--- src/rtl/rmq_pkg.sv ---
// Shared widths, types, pivot codes and helpers for the matrix-to-quaternion pipeline.
package rmq_pkg;

    localparam int FRAC_BITS = 16;
    localparam int ONE       = 1 << FRAC_BITS;

    localparam int IN_W      = 18;
    localparam int OUT_W     = 18;
    localparam int SUM_W     = IN_W + 2;
    localparam int RAD_W     = SUM_W - 1;
    localparam int VAL_W     = IN_W + 1;
    localparam int MAG_W     = VAL_W;

    localparam int SQ_IN_W   = 38;
    localparam int SQ_OUT_W  = SQ_IN_W / 2;
    localparam int SQ_REM_W  = SQ_OUT_W + 3;

    localparam int DEN_W     = VAL_W;
    localparam int QUO_BITS  = IN_W;
    localparam int NUM_W     = MAG_W + FRAC_BITS;

    localparam int SQR_W     = 2 * (MAG_W - 1);

    localparam logic [1:0] PIV_W = 2'd0;
    localparam logic [1:0] PIV_X = 2'd1;
    localparam logic [1:0] PIV_Y = 2'd2;
    localparam logic [1:0] PIV_Z = 2'd3;

    localparam logic signed [VAL_W-1:0] V_MAX = VAL_W'((1 << (OUT_W - 1)) - 1);
    localparam logic signed [VAL_W-1:0] V_MIN = -VAL_W'(1 << (OUT_W - 1));

    typedef logic signed [VAL_W-1:0] t_val;
    typedef t_val [3:0] t_vec;

    typedef struct packed {
        t_vec       v;
        logic [1:0] piv;
    } t_side;

    function automatic logic [OUT_W-1:0] sat_out(input logic signed [VAL_W-1:0] v);
        logic signed [VAL_W-1:0] r;
        r = v;
        if (v > V_MAX) begin
            r = V_MAX;
        end else if (v < V_MIN) begin
            r = V_MIN;
        end
        return r[OUT_W-1:0];
    endfunction

endpackage

--- src/rtl/rmq_sqrt.sv ---
// Pipelined integer square root, one root bit per stage.
module rmq_sqrt (
    input  logic                         i_clk,
    input  logic                         i_rst_n,
    input  logic                         i_en,
    input  logic                         i_vld,
    input  logic [rmq_pkg::SQ_IN_W-1:0]  i_rad,
    input  rmq_pkg::t_side               i_side,
    output logic                         o_vld,
    output logic [rmq_pkg::SQ_OUT_W-1:0] o_root,
    output rmq_pkg::t_side               o_side
);

    localparam int N = rmq_pkg::SQ_OUT_W;

    logic                          r_vld  [N+1];
    logic [rmq_pkg::SQ_IN_W-1:0]   r_x    [N+1];
    logic [rmq_pkg::SQ_REM_W-1:0]  r_rem  [N+1];
    logic [rmq_pkg::SQ_OUT_W-1:0]  r_root [N+1];
    rmq_pkg::t_side                r_side [N+1];

    logic [rmq_pkg::SQ_REM_W-1:0]  n_sh   [N];
    logic [rmq_pkg::SQ_REM_W-1:0]  n_try  [N];
    logic                          n_bit  [N];

    always_ff @(posedge i_clk) begin
        if (!i_rst_n) begin
            r_vld[0] <= 1'b0;
        end else if (i_en) begin
            r_vld[0] <= i_vld;
        end
    end

    always_ff @(posedge i_clk) begin
        if (i_en) begin
            r_x[0]    <= i_rad;
            r_rem[0]  <= '0;
            r_root[0] <= '0;
            r_side[0] <= i_side;
        end
    end

    for (genvar g = 0; g < N; g++) begin : g_stg
        always_comb begin
            n_sh[g]  = {r_rem[g][rmq_pkg::SQ_REM_W-3:0],
                        r_x[g][rmq_pkg::SQ_IN_W-1:rmq_pkg::SQ_IN_W-2]};
            n_try[g] = {1'b0, r_root[g], 2'b01};
            n_bit[g] = (n_sh[g] >= n_try[g]);
        end

        always_ff @(posedge i_clk) begin
            if (!i_rst_n) begin
                r_vld[g+1] <= 1'b0;
            end else if (i_en) begin
                r_vld[g+1] <= r_vld[g];
            end
        end

        always_ff @(posedge i_clk) begin
            if (i_en) begin
                r_x[g+1]    <= {r_x[g][rmq_pkg::SQ_IN_W-3:0], 2'b00};
                r_rem[g+1]  <= n_bit[g] ? (n_sh[g] - n_try[g]) : n_sh[g];
                r_root[g+1] <= {r_root[g][N-2:0], n_bit[g]};
                r_side[g+1] <= r_side[g];
            end
        end
    end

    assign o_vld  = r_vld[N];
    assign o_root = r_root[N];
    assign o_side = r_side[N];

endmodule

--- config.mk ---
export PLATFORM = sky130hd
export DESIGN_NAME = rmq_sqrt
export DESIGN_NICKNAME = d
export VERILOG_FILES = /design/src/rtl/rmq_pkg.sv /design/src/rtl/rmq_sqrt.sv
export SDC_FILE = /design/constraint.sdc
export NUM_CORES = 2
export LEC_CHECK = 0
export BUFFER_PORTS_ARGS = -buffer_cell sky130_fd_sc_hd__buf_4
export CAP_MARGIN = 30
export CORE_UTILIZATION = 66
export DETAILED_ROUTE_END_ITERATION = 10
export PLACE_DENSITY = 0.88
export SLEW_MARGIN = 30
export SYNTH_ARGS = -nofsm -noshare
export SYNTH_HDL_FRONTEND = slang
export SYNTH_SLANG_ARGS = --single-unit
export TNS_END_PERCENT = 10
--- constraint.sdc ---
create_clock -name i_clk -period 7.2 [get_ports i_clk]
set_input_delay 2.16 -clock i_clk [delete_from_list [all_inputs] [get_ports i_clk]]
set_output_delay 2.16 -clock i_clk [all_outputs]
set_load 0.02 [all_outputs]
Word-level counts from Yosys, hierarchy flattened
Memories as Yosys holds them, arrays and structs flattened.
Index checks and enable logic that the tools add are counted.
- add/sub/neg operators: 19
- order comparisons: 19
- mux-type cells: 44
- bitwise logic cells: 20
- operators with widths (cell ; count):
    $ge A22 B21 Y1 ; 19
    $mux W22 ; 19
    $sub A22 B21 Y22 ; 19
    $mux W1 ; 25
    $or A1 B1 Y1 ; 20
- bits in registers: 0
- memory bits (writable): 3160
- bits of input ports: 120
- output and inout bits: 98
- logic and storage cells: 107
- memories kept: 5
- memory list (name ; depth ; width ; rd ports ; clocked after memory_dff ; write ports ; line ; text):
    r_side ; 20 ; 78 ; 20 ; 0 ; 20 ; rmq_sqrt.sv:20 ; rmq_pkg::t_side r_side [N+1];
    r_x ; 20 ; 38 ; 19 ; 0 ; 20 ; rmq_sqrt.sv:17 ; logic [rmq_pkg::SQ_IN_W-1:0] r_x [N+1];
    r_rem ; 20 ; 22 ; 19 ; 0 ; 20 ; rmq_sqrt.sv:18 ; logic [rmq_pkg::SQ_REM_W-1:0] r_rem [N+1];
    r_root ; 20 ; 19 ; 20 ; 0 ; 20 ; rmq_sqrt.sv:19 ; logic [rmq_pkg::SQ_OUT_W-1:0] r_root [N+1];
    r_vld ; 20 ; 1 ; 20 ; 0 ; 20 ; rmq_sqrt.sv:16 ; logic r_vld [N+1];

Depth between registers and ports, before layout
- depth after elaboration: 4
- gate-level depth with buffers: 13
- depth with buffers taken out: 11

Worst setup path before layout
Ideal clock, no wire load.
- path type: input port to flip-flop
- start point: input i_en
- end point: memory r_vld[0][0], enable pin
- setup time: 0.378 ns
- arrival time: 2.884 ns
- path slack: 3.937 ns
- cell stages on the path: 2
- path buffers: 1
- path through: clkbuf_1 -> nand2b_1
- RTL lines (item ; line ; text):
    start: declaration ; rmq_sqrt.sv:5 ; input logic i_en,
    end: declaration ; rmq_sqrt.sv:16 ;

==> impl_metrics.yaml <==
die:
  io_pins: 218
  die_w_um: 370
  dieHeight_um: 370
  dieArea_um2: 137000
  coreArea_um2: 134000
  rows: 134
  start_util: 0.667
cts:
  cts_root_buf: "clkbuf_16"
  tritoncts: "yes"
  cts_hold_buf: 0
  htreeDepth: 4
  cts_inserted_buffers: 222
  clk_path_buf_depth: 3
  cts.clk_slew.worst_paths_ps: 70
  clock_sinks: 2487
  postCtsSetupBuffers: 0
  postCtsResizedCells: 0
  insertion_delay_ps: 870
power:
  power.density_nw_per_um2: 320
  power_frac_seq: 0.556
  p_sw_frac: 0.231
  intPower_uw: 24600
  p_comb_frac: 0.073
  clkPwrFrac: 0.371
  leakage_uw: 0.0362
  ir_drop_mv: 0.297
  p_sw_uw: 7380
sta:
  finalHoldViolations: 0
  fmax_mhz: 242
  finalCriticalPeriod_ps: 4140
  rsz0062_at_grt: "no"
  max_slew_margin: 0.295
  period_share: 0.574
  tns_ps: 0
  fin_skew_ps: 73.9
  setup_viol: 0
  drv_slew: 0
  worst_pin_slew_ps: 1050
setup_path:
  r2r-start: "r_rem[3][22]"
  ff2ff_path_depth: 10
  path_class: "reg2reg"
  arrival_ps: 4690
  cp-start-kind: "register"
  end_kind: "register"
  required_ps: 7750
  rrSetupSlack_ps: 3060
  regToRegEndpoint: "r_rem[4][7]"
  path_max_fanout: 7
min_path:
  min_to: "r_side[4][48]"
  min_from: "r_side[3][282]"
  worstHoldPathType: "reg2reg"
  hold-path-cell-count: 0
cells_and_area:
  final_cell_mix: "2486 x edfxtp_1, 267 x inv_1, 245 x buf_4"
  layout-drive-gt1-share: 0.122
  areaGrowthSynthToFinish_pct: 12.2
  nNetsFinal: 5433
  fillerInstances: 6841
  finalNonFillerCells: 7060
  final_common_cell: "edfxtp_1"
global_route:
  busiest_layer: "met2"
  grt_max_degree: 213
  grtUsageMet3: 0.0555
  grt_use_met1: 0.270
  grt_pass1_vias: 44073
  grt_pass1_wl_um: 255000
  grt-ovfl-total: 0
  grtUsageTotal: 0.249
  antenna_found_initial: 6
  met2_usage: 0.448
run:
  maxCapViolations: 0
drt:
  via_per_inst: 6.03
  dr.pass1.iters: 11
  drt-wirelength-per-cell_um: 24.0
  first_iter_violations: 4668
  vias: 42543
  wl_um: 169000
  drc: 8
  postRouteAntennaNets: 0
place:
  gp_congestion: 0.936
  dp_hpwl_um: 84100
  dp.cells: 6643
  port-buffer-count: 217
status:
  status: "complete, but fails checks"
  violations: "DRC"
yosys:
  synth_cell_types: 81
  avgSynthCellArea_um2: 18.8
  synth_compound_area_frac: 0.0408
  yosys.area_share.adder: 0.0294
  synth_top_cell_by_area: "edfxtp_1"
  synth_top_family_by_area: "simple AND/OR/NAND/NOR gates"
  synth_area_um2: 89200
  ys_ff_latch: 2487
  synth_nets: 5064
  synth_area_leaders: "edfxtp_1 84%, ha_1 2.9%, xnor2_1 1.2%"
  yosys_warnings: 0
  synth_flop_cell: "edfxtp_1"
  async_flop_share: 0
  yosysSeqAreaShare: 0.837
  synth_top_cell_area_share: 0.837
  synth-edff-count: 2486
  synthMuxAreaShare: 0.00578
  synth-xor-area-share: 0.0230
  netlist_instances: 4734
  synth-simple-area-share: 0.0446
==> state kept, by name, indices dropped and copies added, names as in the netlist <==
name    count
r_vld      20
r_side   1560
r_x       380
r_rem     337
r_root    190
==> Yosys cell counts, types with 11 or more instances <==
cell type / n
o21a_1: 54
a31oi_1: 13
or3_1: 26
xor2_1: 114
o21ai_0: 137
and3_1: 31
nand4_1: 29
nor4_1: 38
inv_1: 267
clkbuf_1: 30
a211oi_1: 20
nor3_1: 94
nor2_1: 197
mux2_2: 36
or2_2: 17
o31ai_1: 27
edfxtp_1: 2486
or4_1: 11
a21o_1: 53
a21oi_1: 167
o211ai_1: 12
ha_1: 210
nand3_1: 47
a21boi_0: 14
nand2_1: 182
xnor2_1: 120
buf_4: 78
mux2i_1: 11
nand2b_1: 37
and2_1: 12
nor2b_1: 29
==> worst max-delay path: stages, from the launching register on <==
cell	delay, ps
edfxtp_1	420
ha_1	380
nor2b_1	150
o21ai_0	210
a21boi_0	190
o21a_1	260
o21ai_0	310
a21boi_0	320
nor3_1	730
clkinv_1	470
mux2_2	400
==> power groups by stage <==
stage	Combinational (uW)	Clock (uW)	Sequential, uW
after floorplan	1450	0	17800
after detailed placement	2170	0	18000
final	2330	11900	17800
after global routing	2540	12600	17900
after CTS	2290	12100	17800
after global placement	2050	0	17900
==> layout make-up <==
cell class	count	area (um2)	share of cell area
Clock inverter	140	1440	0.0144
Inverter	271	1020	0.0102
Antenna cell	2	5.00	0.0000500
Timing Repair Buffer	260	2140	0.0213
Tap cell	1768	2210	0.0221
Multi-Input combinational cell	1861	12800	0.128
Clock buffer	271	5780	0.0578
Sequential cell	2487	74700	0.746
==> metrics by stage <==
step	instance area [um2]	power (uW)	util	hold WS, ps	setup WS [ps]
global placement	92800	20000	0.693	400	3090
finish	100000	32000	0.748	385	3060
global route	100000	33000	0.748	377	2890
detailed placement	92800	20200	0.693	405	3040
CTS	100000	32100	0.747	379	3250
floorplan	89200	19200	-	400	3940
==> worst max path at each step <==
stage / slack [ps] / depth (start not counted) / start / to
after floorplan: 3940 / 2 / i_en / r_vld[0][0]
after CTS: 3250 / 10 / r_rem[3][22] / r_rem[4][7]
after detailed placement: 3040 / 2 / i_en / r_side[4][54]
after global routing: 2890 / 10 / r_rem[3][22] / r_rem[4][7]
final: 3060 / 10 / r_rem[3][22] / r_rem[4][7]
after global placement: 3090 / 2 / i_en / r_side[4][288]
==> logic make-up after synthesis <==
kind of cell             Yosys count
AO/OA/AOI/OAI                    573
XOR/XNOR                         234
adder cells (fa/ha/maj)          210
buffers and inverters            386
flip-flops                      2487
multiplexers                      47
other                              1
AND/OR/NAND/NOR                  796
==> per-layer routing <==
metal / wire length [um] / share of wire / up-vias
met5: 34 / 0.00020 / -
met1: 57300 / 0.34 / 20676
met4: 10600 / 0.063 / 6
met3: 10500 / 0.062 / 745
met2: 90600 / 0.54 / 2322
li1: - / - / 18794
(Power assumes the default switching activity.)
