===== config.mk =====
export PLATFORM = sky130hd
export DESIGN_NAME = rmq_norm
export DESIGN_NICKNAME = d
export VERILOG_FILES = /design/src/rtl/rmq_pkg.sv /design/src/rtl/rmq_norm.sv
export SDC_FILE = /design/constraint.sdc
export NUM_CORES = 2
export LEC_CHECK = 0
export BUFFER_PORTS_ARGS = -buffer_cell sky130_fd_sc_hd__clkbuf_2
export CAP_MARGIN = 20
export CORE_ASPECT_RATIO = 1.75
export CORE_MARGIN = 1.5
export CORE_UTILIZATION = 35
export CTS_BUF_LIST = sky130_fd_sc_hd__clkbuf_8
export DETAILED_ROUTE_END_ITERATION = 12
export HOLD_SLACK_MARGIN = 0.05
export PLACE_DENSITY = 0.61
export SLEW_MARGIN = 25
export SYNTH_ARGS = -nofsm -noshare
export SYNTH_HDL_FRONTEND = slang
export SYNTH_SLANG_ARGS = --single-unit
export TNS_END_PERCENT = 50

===== constraint.sdc =====
create_clock -name i_clk -period 9.1 [get_ports i_clk]
set_input_delay 1.365 -clock i_clk [delete_from_list [all_inputs] [get_ports i_clk]]
set_output_delay 1.365 -clock i_clk [all_outputs]
set_load 0.1 [all_outputs]

===== src/rtl/rmq_pkg.sv =====
// Shared widths, types, pivot codes and helpers for the matrix-to-quaternion pipeline.
package rmq_pkg;

    localparam int FRAC_BITS = 16;
    localparam int ONE       = 1 << FRAC_BITS;

    localparam int IN_W      = 18;
    localparam int OUT_W     = 18;
    localparam int SUM_W     = IN_W + 2;
    localparam int RAD_W     = SUM_W - 1;
    localparam int VAL_W     = IN_W + 1;
    localparam int MAG_W     = VAL_W;

    localparam int SQ_IN_W   = 38;
    localparam int SQ_OUT_W  = SQ_IN_W / 2;
    localparam int SQ_REM_W  = SQ_OUT_W + 3;

    localparam int DEN_W     = VAL_W;
    localparam int QUO_BITS  = IN_W;
    localparam int NUM_W     = MAG_W + FRAC_BITS;

    localparam int SQR_W     = 2 * (MAG_W - 1);

    localparam logic [1:0] PIV_W = 2'd0;
    localparam logic [1:0] PIV_X = 2'd1;
    localparam logic [1:0] PIV_Y = 2'd2;
    localparam logic [1:0] PIV_Z = 2'd3;

    localparam logic signed [VAL_W-1:0] V_MAX = VAL_W'((1 << (OUT_W - 1)) - 1);
    localparam logic signed [VAL_W-1:0] V_MIN = -VAL_W'(1 << (OUT_W - 1));

    typedef logic signed [VAL_W-1:0] t_val;
    typedef t_val [3:0] t_vec;

    typedef struct packed {
        t_vec       v;
        logic [1:0] piv;
    } t_side;

    function automatic logic [OUT_W-1:0] sat_out(input logic signed [VAL_W-1:0] v);
        logic signed [VAL_W-1:0] r;
        r = v;
        if (v > V_MAX) begin
            r = V_MAX;
        end else if (v < V_MIN) begin
            r = V_MIN;
        end
        return r[OUT_W-1:0];
    endfunction

endpackage


===== src/rtl/rmq_norm.sv =====
// Squared norm of the four unnormalized components: squares, then a two-level adder tree.
module rmq_norm (
    input  logic                        i_clk,
    input  logic                        i_rst_n,
    input  logic                        i_en,
    input  logic                        i_vld,
    input  rmq_pkg::t_side              i_side,
    output logic                        o_vld,
    output logic [rmq_pkg::SQ_IN_W-1:0] o_n2,
    output rmq_pkg::t_side              o_side
);

    localparam int H = rmq_pkg::MAG_W - 1;

    logic [H-1:0]                r_mag [4];
    logic                        r_vld0;
    rmq_pkg::t_side              r_side0;
    logic [rmq_pkg::SQR_W-1:0]   r_sq  [4];
    logic                        r_vld1;
    rmq_pkg::t_side              r_side1;
    logic [rmq_pkg::SQR_W:0]     r_pair [2];
    logic                        r_vld2;
    rmq_pkg::t_side              r_side2;
    logic [rmq_pkg::SQ_IN_W-1:0] r_sum;
    logic                        r_vld3;
    rmq_pkg::t_side              r_side3;

    logic [rmq_pkg::MAG_W-1:0]   n_abs [4];

    always_comb begin
        for (int l = 0; l < 4; l++) begin
            n_abs[l] = i_side.v[l][rmq_pkg::VAL_W-1] ? rmq_pkg::MAG_W'(-i_side.v[l])
                                                     : rmq_pkg::MAG_W'(i_side.v[l]);
        end
    end

    always_ff @(posedge i_clk) begin
        if (!i_rst_n) begin
            r_vld0 <= 1'b0;
            r_vld1 <= 1'b0;
            r_vld2 <= 1'b0;
            r_vld3 <= 1'b0;
        end else if (i_en) begin
            r_vld0 <= i_vld;
            r_vld1 <= r_vld0;
            r_vld2 <= r_vld1;
            r_vld3 <= r_vld2;
        end
    end

    always_ff @(posedge i_clk) begin
        if (i_en) begin
            for (int l = 0; l < 4; l++) begin
                r_mag[l] <= n_abs[l][H-1:0];
                r_sq[l]  <= r_mag[l] * r_mag[l];
            end
            r_pair[0] <= {1'b0, r_sq[0]} + {1'b0, r_sq[1]};
            r_pair[1] <= {1'b0, r_sq[2]} + {1'b0, r_sq[3]};
            r_sum     <= rmq_pkg::SQ_IN_W'(r_pair[0]) + rmq_pkg::SQ_IN_W'(r_pair[1]);
            r_side0   <= i_side;
            r_side1   <= r_side0;
            r_side2   <= r_side1;
            r_side3   <= r_side2;
        end
    end

    assign o_vld  = r_vld3;
    assign o_n2   = r_sum;
    assign o_side = r_side3;

endmodule


==> Word level (Yosys, flattened, before mapping) <==
Memories as Yosys holds them, arrays and structs flattened.
Cells that the tools add are included.
{ "word_totals": {"ff_bits": 354, "ram_bits": 290, "inputBits": 82, "out_inout_bits": 117, "word_cells": 45, "mem_count": 3} }
{ "mem_list": {"columns": ["name", "depth", "width", "read_ports", "rd_clocked_by_memory_dff", "wr", "line_no", "source"], "rows": [
  ["r_sq", 4, 36, 4, 0, 4, "rmq_norm.sv:18", "logic [rmq_pkg::SQR_W-1:0] r_sq [4];"],
  ["r_pair", 2, 37, 2, 0, 2, "rmq_norm.sv:21", "logic [rmq_pkg::SQR_W:0] r_pair [2];"],
  ["r_mag", 4, 18, 4, 0, 4, "rmq_norm.sv:15", "logic [H-1:0] r_mag [4];"]
]} }
{ "classes": {"addsub": 7, "n_mul": 4, "mux": 6} }
{ "op_table": {"columns": ["cell", "n"], "rows": [
  ["multiplier 18 x 18 -> 36 bit", 4],
  ["adder 36 x 36 -> 37 bit", 2],
  ["2-to-1 mux 18 bit", 4],
  ["negation 18 bit", 4],
  ["adder 37 x 37 -> 38 bit", 1],
  ["2-to-1 mux 1 bit", 2]
]} }

==> Depth between registers and ports, before layout <==
{ "logic_depth": {"word_depth": 2, "depth_mapped": 26, "depth_no_buf": 24} }

==> Least setup slack after synthesis <==
OpenSTA, ideal clock, no wires.
{ "synth_path": {"path_type": "reg2reg", "startpoint": "memory r_mag[3][4] (netlist bit)", "endpoint": "memory r_sq[3][34] (netlist bit), data pin", "setup_time_ns": 0.259, "arrival_time_ns": 6.025, "required_time_ns": 8.841, "path_slack_ns": 2.816, "stages_incl_launch_ff": 24, "path_buffers": 1, "period_less_slack_ns": 6.284, "cell_sequence": "edfxtp_1 clkbuf_1 nand2_1 fa_1 inv_1 fa_1 inv_1 fa_1 fa_1 inv_1 fa_1 inv_1 fa_1 inv_1 ha_1 and4_1 and3_1 a21oi_1 a21oi_1 a211oi_2 a211oi_1 o31a_1 nor4b_1 a211o_1"} }
{ "synth_lines": {"columns": ["element", "line_no"], "rows": [
  ["start: declaration", "rmq_norm.sv:15"],
  ["end: declaration", "rmq_norm.sv:18"]
]} }

==> impl_metrics.tcl <==
set metrics [dict create \
    status "completed" \
    post_drt_via_cell_ratio 4.80 \
    fp.coreArea_mm2 0.174 \
    grt_first_pass_wirelength_um 221000 \
    postSynthAreaPerCell_um2 10.9 \
    synth.most_common_cell "inv_1" \
    num_rows 203 \
    crit_arrival_ps 7690 \
    ctsHtreeMaxLevel 3 \
    floorplan.die.width_um 319 \
    worst-endpoint-required_ps 9600 \
    most_instantiated_cells_after_synthesis "1356 x inv_1, 871 x fa_1, 628 x edfxtp_1" \
    post_synth_inst_count 5613 \
    critical_path_startpoint_category "flip-flop" \
    cts_post_setup_buffers_inserted 0 \
    clock_latency_ps 810 \
    initial_core_util 0.352 \
    cts_tree "yes" \
    hold_violations 0 \
    yosys_warnings 0 \
    tritoncts_num_sinks 632 \
    drc 0 \
    grt_pass1_vias 43200 \
    routed-via-count 39100 \
    gr-total-overflow 0 \
    antenna_left 0 \
    number_of_top_level_design_ports 199 \
    largest_net_degree_at_the_start_of_global_routing 162 \
    synth_top_cell_area_share 0.308 \
    timing.critical_path.fanout_max 18 \
    design.final.nets 7334 \
    number_of_clock_buffers_inserted_by_tritoncts 100 \
    clkTransAtPathRegs_ps 80 \
    final.setup_skew_ps 53.0 \
    fin_crit_share 0.790 \
    synth_largest_area_cell "edfxtp_1" \
    slew_violations 0 \
    max_cap_violations 0 \
    timing.max_slew.rel_slack 0.299 \
    end_kind "flip-flop" \
    dr.first_iter.drc_count 1850 \
    rsz0062_at_grt "false" \
    post_detailed_placement_half_perimeter_wirelength_um 110000 \
    cts_hold_buffers 0 \
    synthToLayoutAreaGrowth_pct 9.13 \
    route.final.wire_length_um 138000 \
    setup.worst_path.class "reg -> reg" \
    clock-root-buffer "clkbuf_8" \
    setup_total_negative_slack_ps 0 \
    synth_flop_cell "edfxtp_1" \
    syn_nets 7129 \
    finalSetupViolations 0 \
    final_wtd_congestion 0.886 \
    first_pass_iters 5 \
    post_route_cells_drive_above_1_share 0.0658 \
    proportion_of_synthesized_chip_area_in_sequential_cells 0.309 \
    post_cts_resize_count 0 \
    mappedNetlistArea_mm2 0.0613 \
    synth.distinct_cells 77 \
    initial_antenna_violation_count 2 \
    drt-wirelength-per-cell_um 16.9 \
    least_margin_pin_slew_ps 1050 \
    clk_path_buf_depth 3 \
    die_h_um 556 \
    synth_area_leaders "edfxtp_1 31%, fa_1 28%, ha_1 12%" \
    max_frequency_mhz 139 \
    final.min_clock_period_ps 7190 \
    ys_async_sr_fraction 0 \
    number_of_enable_flip_flop_cells_after_synthesis 628 \
    yosys_register_bits 632 \
    grt_util_all_layers 0.158 \
    design.die.area_mm2 0.178 \
    min-delay-path-class "reg -> reg" \
    numPortBuffers 198 \
]
==> registers in the layout (all words and copies together), names as in the netlist <==
| register | flops |
|---|---|
| o_n2 | 38 |
| o_side | 78 |
| o_vld | 1 |
| r_mag | 68 |
| r_pair | 74 |
| r_side0 | 78 |
| r_side1 | 78 |
| r_side2 | 78 |
| r_sq | 136 |
| r_vld0 | 1 |
| r_vld1 | 1 |
| r_vld2 | 1 |
==> path summary, 6_finish.rpt <==
kind                          startpoint               endpoint  slack [ps]  depth (start not counted)
setup reg to reg  r_mag[0][11]$_DFFE_PP_  r_sq[0][32]$_DFFE_PP_        1910                         22
hold reg to reg    r_side0[22]$_DFFE_PP_  r_side1[22]$_DFFE_PP_         410                          0
hold / removal     r_side0[22]$_DFFE_PP_  r_side1[22]$_DFFE_PP_         410                          0
setup / recovery  r_mag[0][11]$_DFFE_PP_  r_sq[0][32]$_DFFE_PP_        1910                         22
==> critical path, cell delays in order, from the launching register on <==
cell	delay (ps)
edfxtp_1	990
nand2_1	220
inv_1	130
fa_1	430
fa_1	520
inv_1	60
fa_1	530
inv_1	50
fa_1	380
fa_1	510
inv_1	50
fa_1	480
inv_1	50
ha_1	350
and3_1	240
nand3_1	100
nand4b_1	130
a2111oi_1	630
nor2_1	110
a21oi_1	300
o21ai_0	180
o41ai_1	370
xnor2_1	110
==> per-stage QoR <==
stage	util	worst slack (ps)	area [µm²]	cells	hold slack [ps]
floorplan	-	2820	61300	5613	400
global placement	0.372	2120	64800	7971	401
detailed placement	0.372	2050	64800	7971	405
CTS	0.384	2040	66800	8148	389
global route	0.384	1500	66800	8151	410
finish	0.384	1910	66800	8151	405
==> layout by cell type, fill, tap and decap left out, types with 13 or more instances in the layout <==
| master | netlist | layout |
|---|---|---|
| clkbuf_2 | 0 | 197 |
| ha_1 | 563 | 563 |
| nand4_1 | 22 | 22 |
| nor3_1 | 35 | 35 |
| a31oi_1 | 19 | 19 |
| nor2b_1 | 47 | 47 |
| xor2_1 | 71 | 71 |
| edfxtp_1 | 628 | 628 |
| nand2_1 | 475 | 475 |
| o21bai_1 | 30 | 30 |
| clkinv_1 | 0 | 17 |
| nand3_1 | 50 | 50 |
| nor2_1 | 170 | 170 |
| o21a_1 | 29 | 29 |
| buf_4 | 0 | 13 |
| and3_1 | 27 | 27 |
| clkbuf_8 | 0 | 100 |
| o21ai_0 | 105 | 105 |
| or3_1 | 16 | 16 |
| o31ai_1 | 27 | 27 |
| and2_1 | 244 | 244 |
| nand2b_1 | 30 | 30 |
| a21o_1 | 91 | 91 |
| a21oi_1 | 195 | 195 |
| a211oi_1 | 18 | 18 |
| inv_1 | 1356 | 1378 |
| fa_1 | 871 | 871 |
| xnor2_1 | 221 | 221 |
==> routing by layer <==
metal	wire, µm	track usage	up-vias
met3	4560	0.0189	360
met4	6850	0.0783	0
met1	49500	0.164	19800
li1	-	-	18200
met5	0	0	-
met2	76700	0.308	766
==> cell families (layout without fill, tap and decap cells) <==
group | Yosys count | count (layout) | share of synthesized area
AO/OA/AOI/OAI | 619 | 619 | 0.0662
XOR/XNOR | 292 | 292 | 0.0418
adder cells (fa/ha/maj) | 1434 | 1434 | 0.400
buffers and inverters | 1466 | 1746 | 0.0898
flip-flops | 632 | 632 | 0.309
multiplexers | 15 | 15 | 0.00253
other | 0 | 3 | 0
AND/OR/NAND/NOR | 1155 | 1155 | 0.0909
==> cell type report <==
cell class,count,area [µm²]
clock inverters,77,659
flip-flops and latches,632,18900
diodes,3,7.51
well taps,2255,2820
fillers,17000,107000
repair buffers,213,1140
clock buffers,100,1380
multi-input cells,3515,36800
inverters,1356,5090
Power is left out: the tool's default activity adds up to more than one toggle a clock period on the data nets, which glitch-free logic cannot reach.
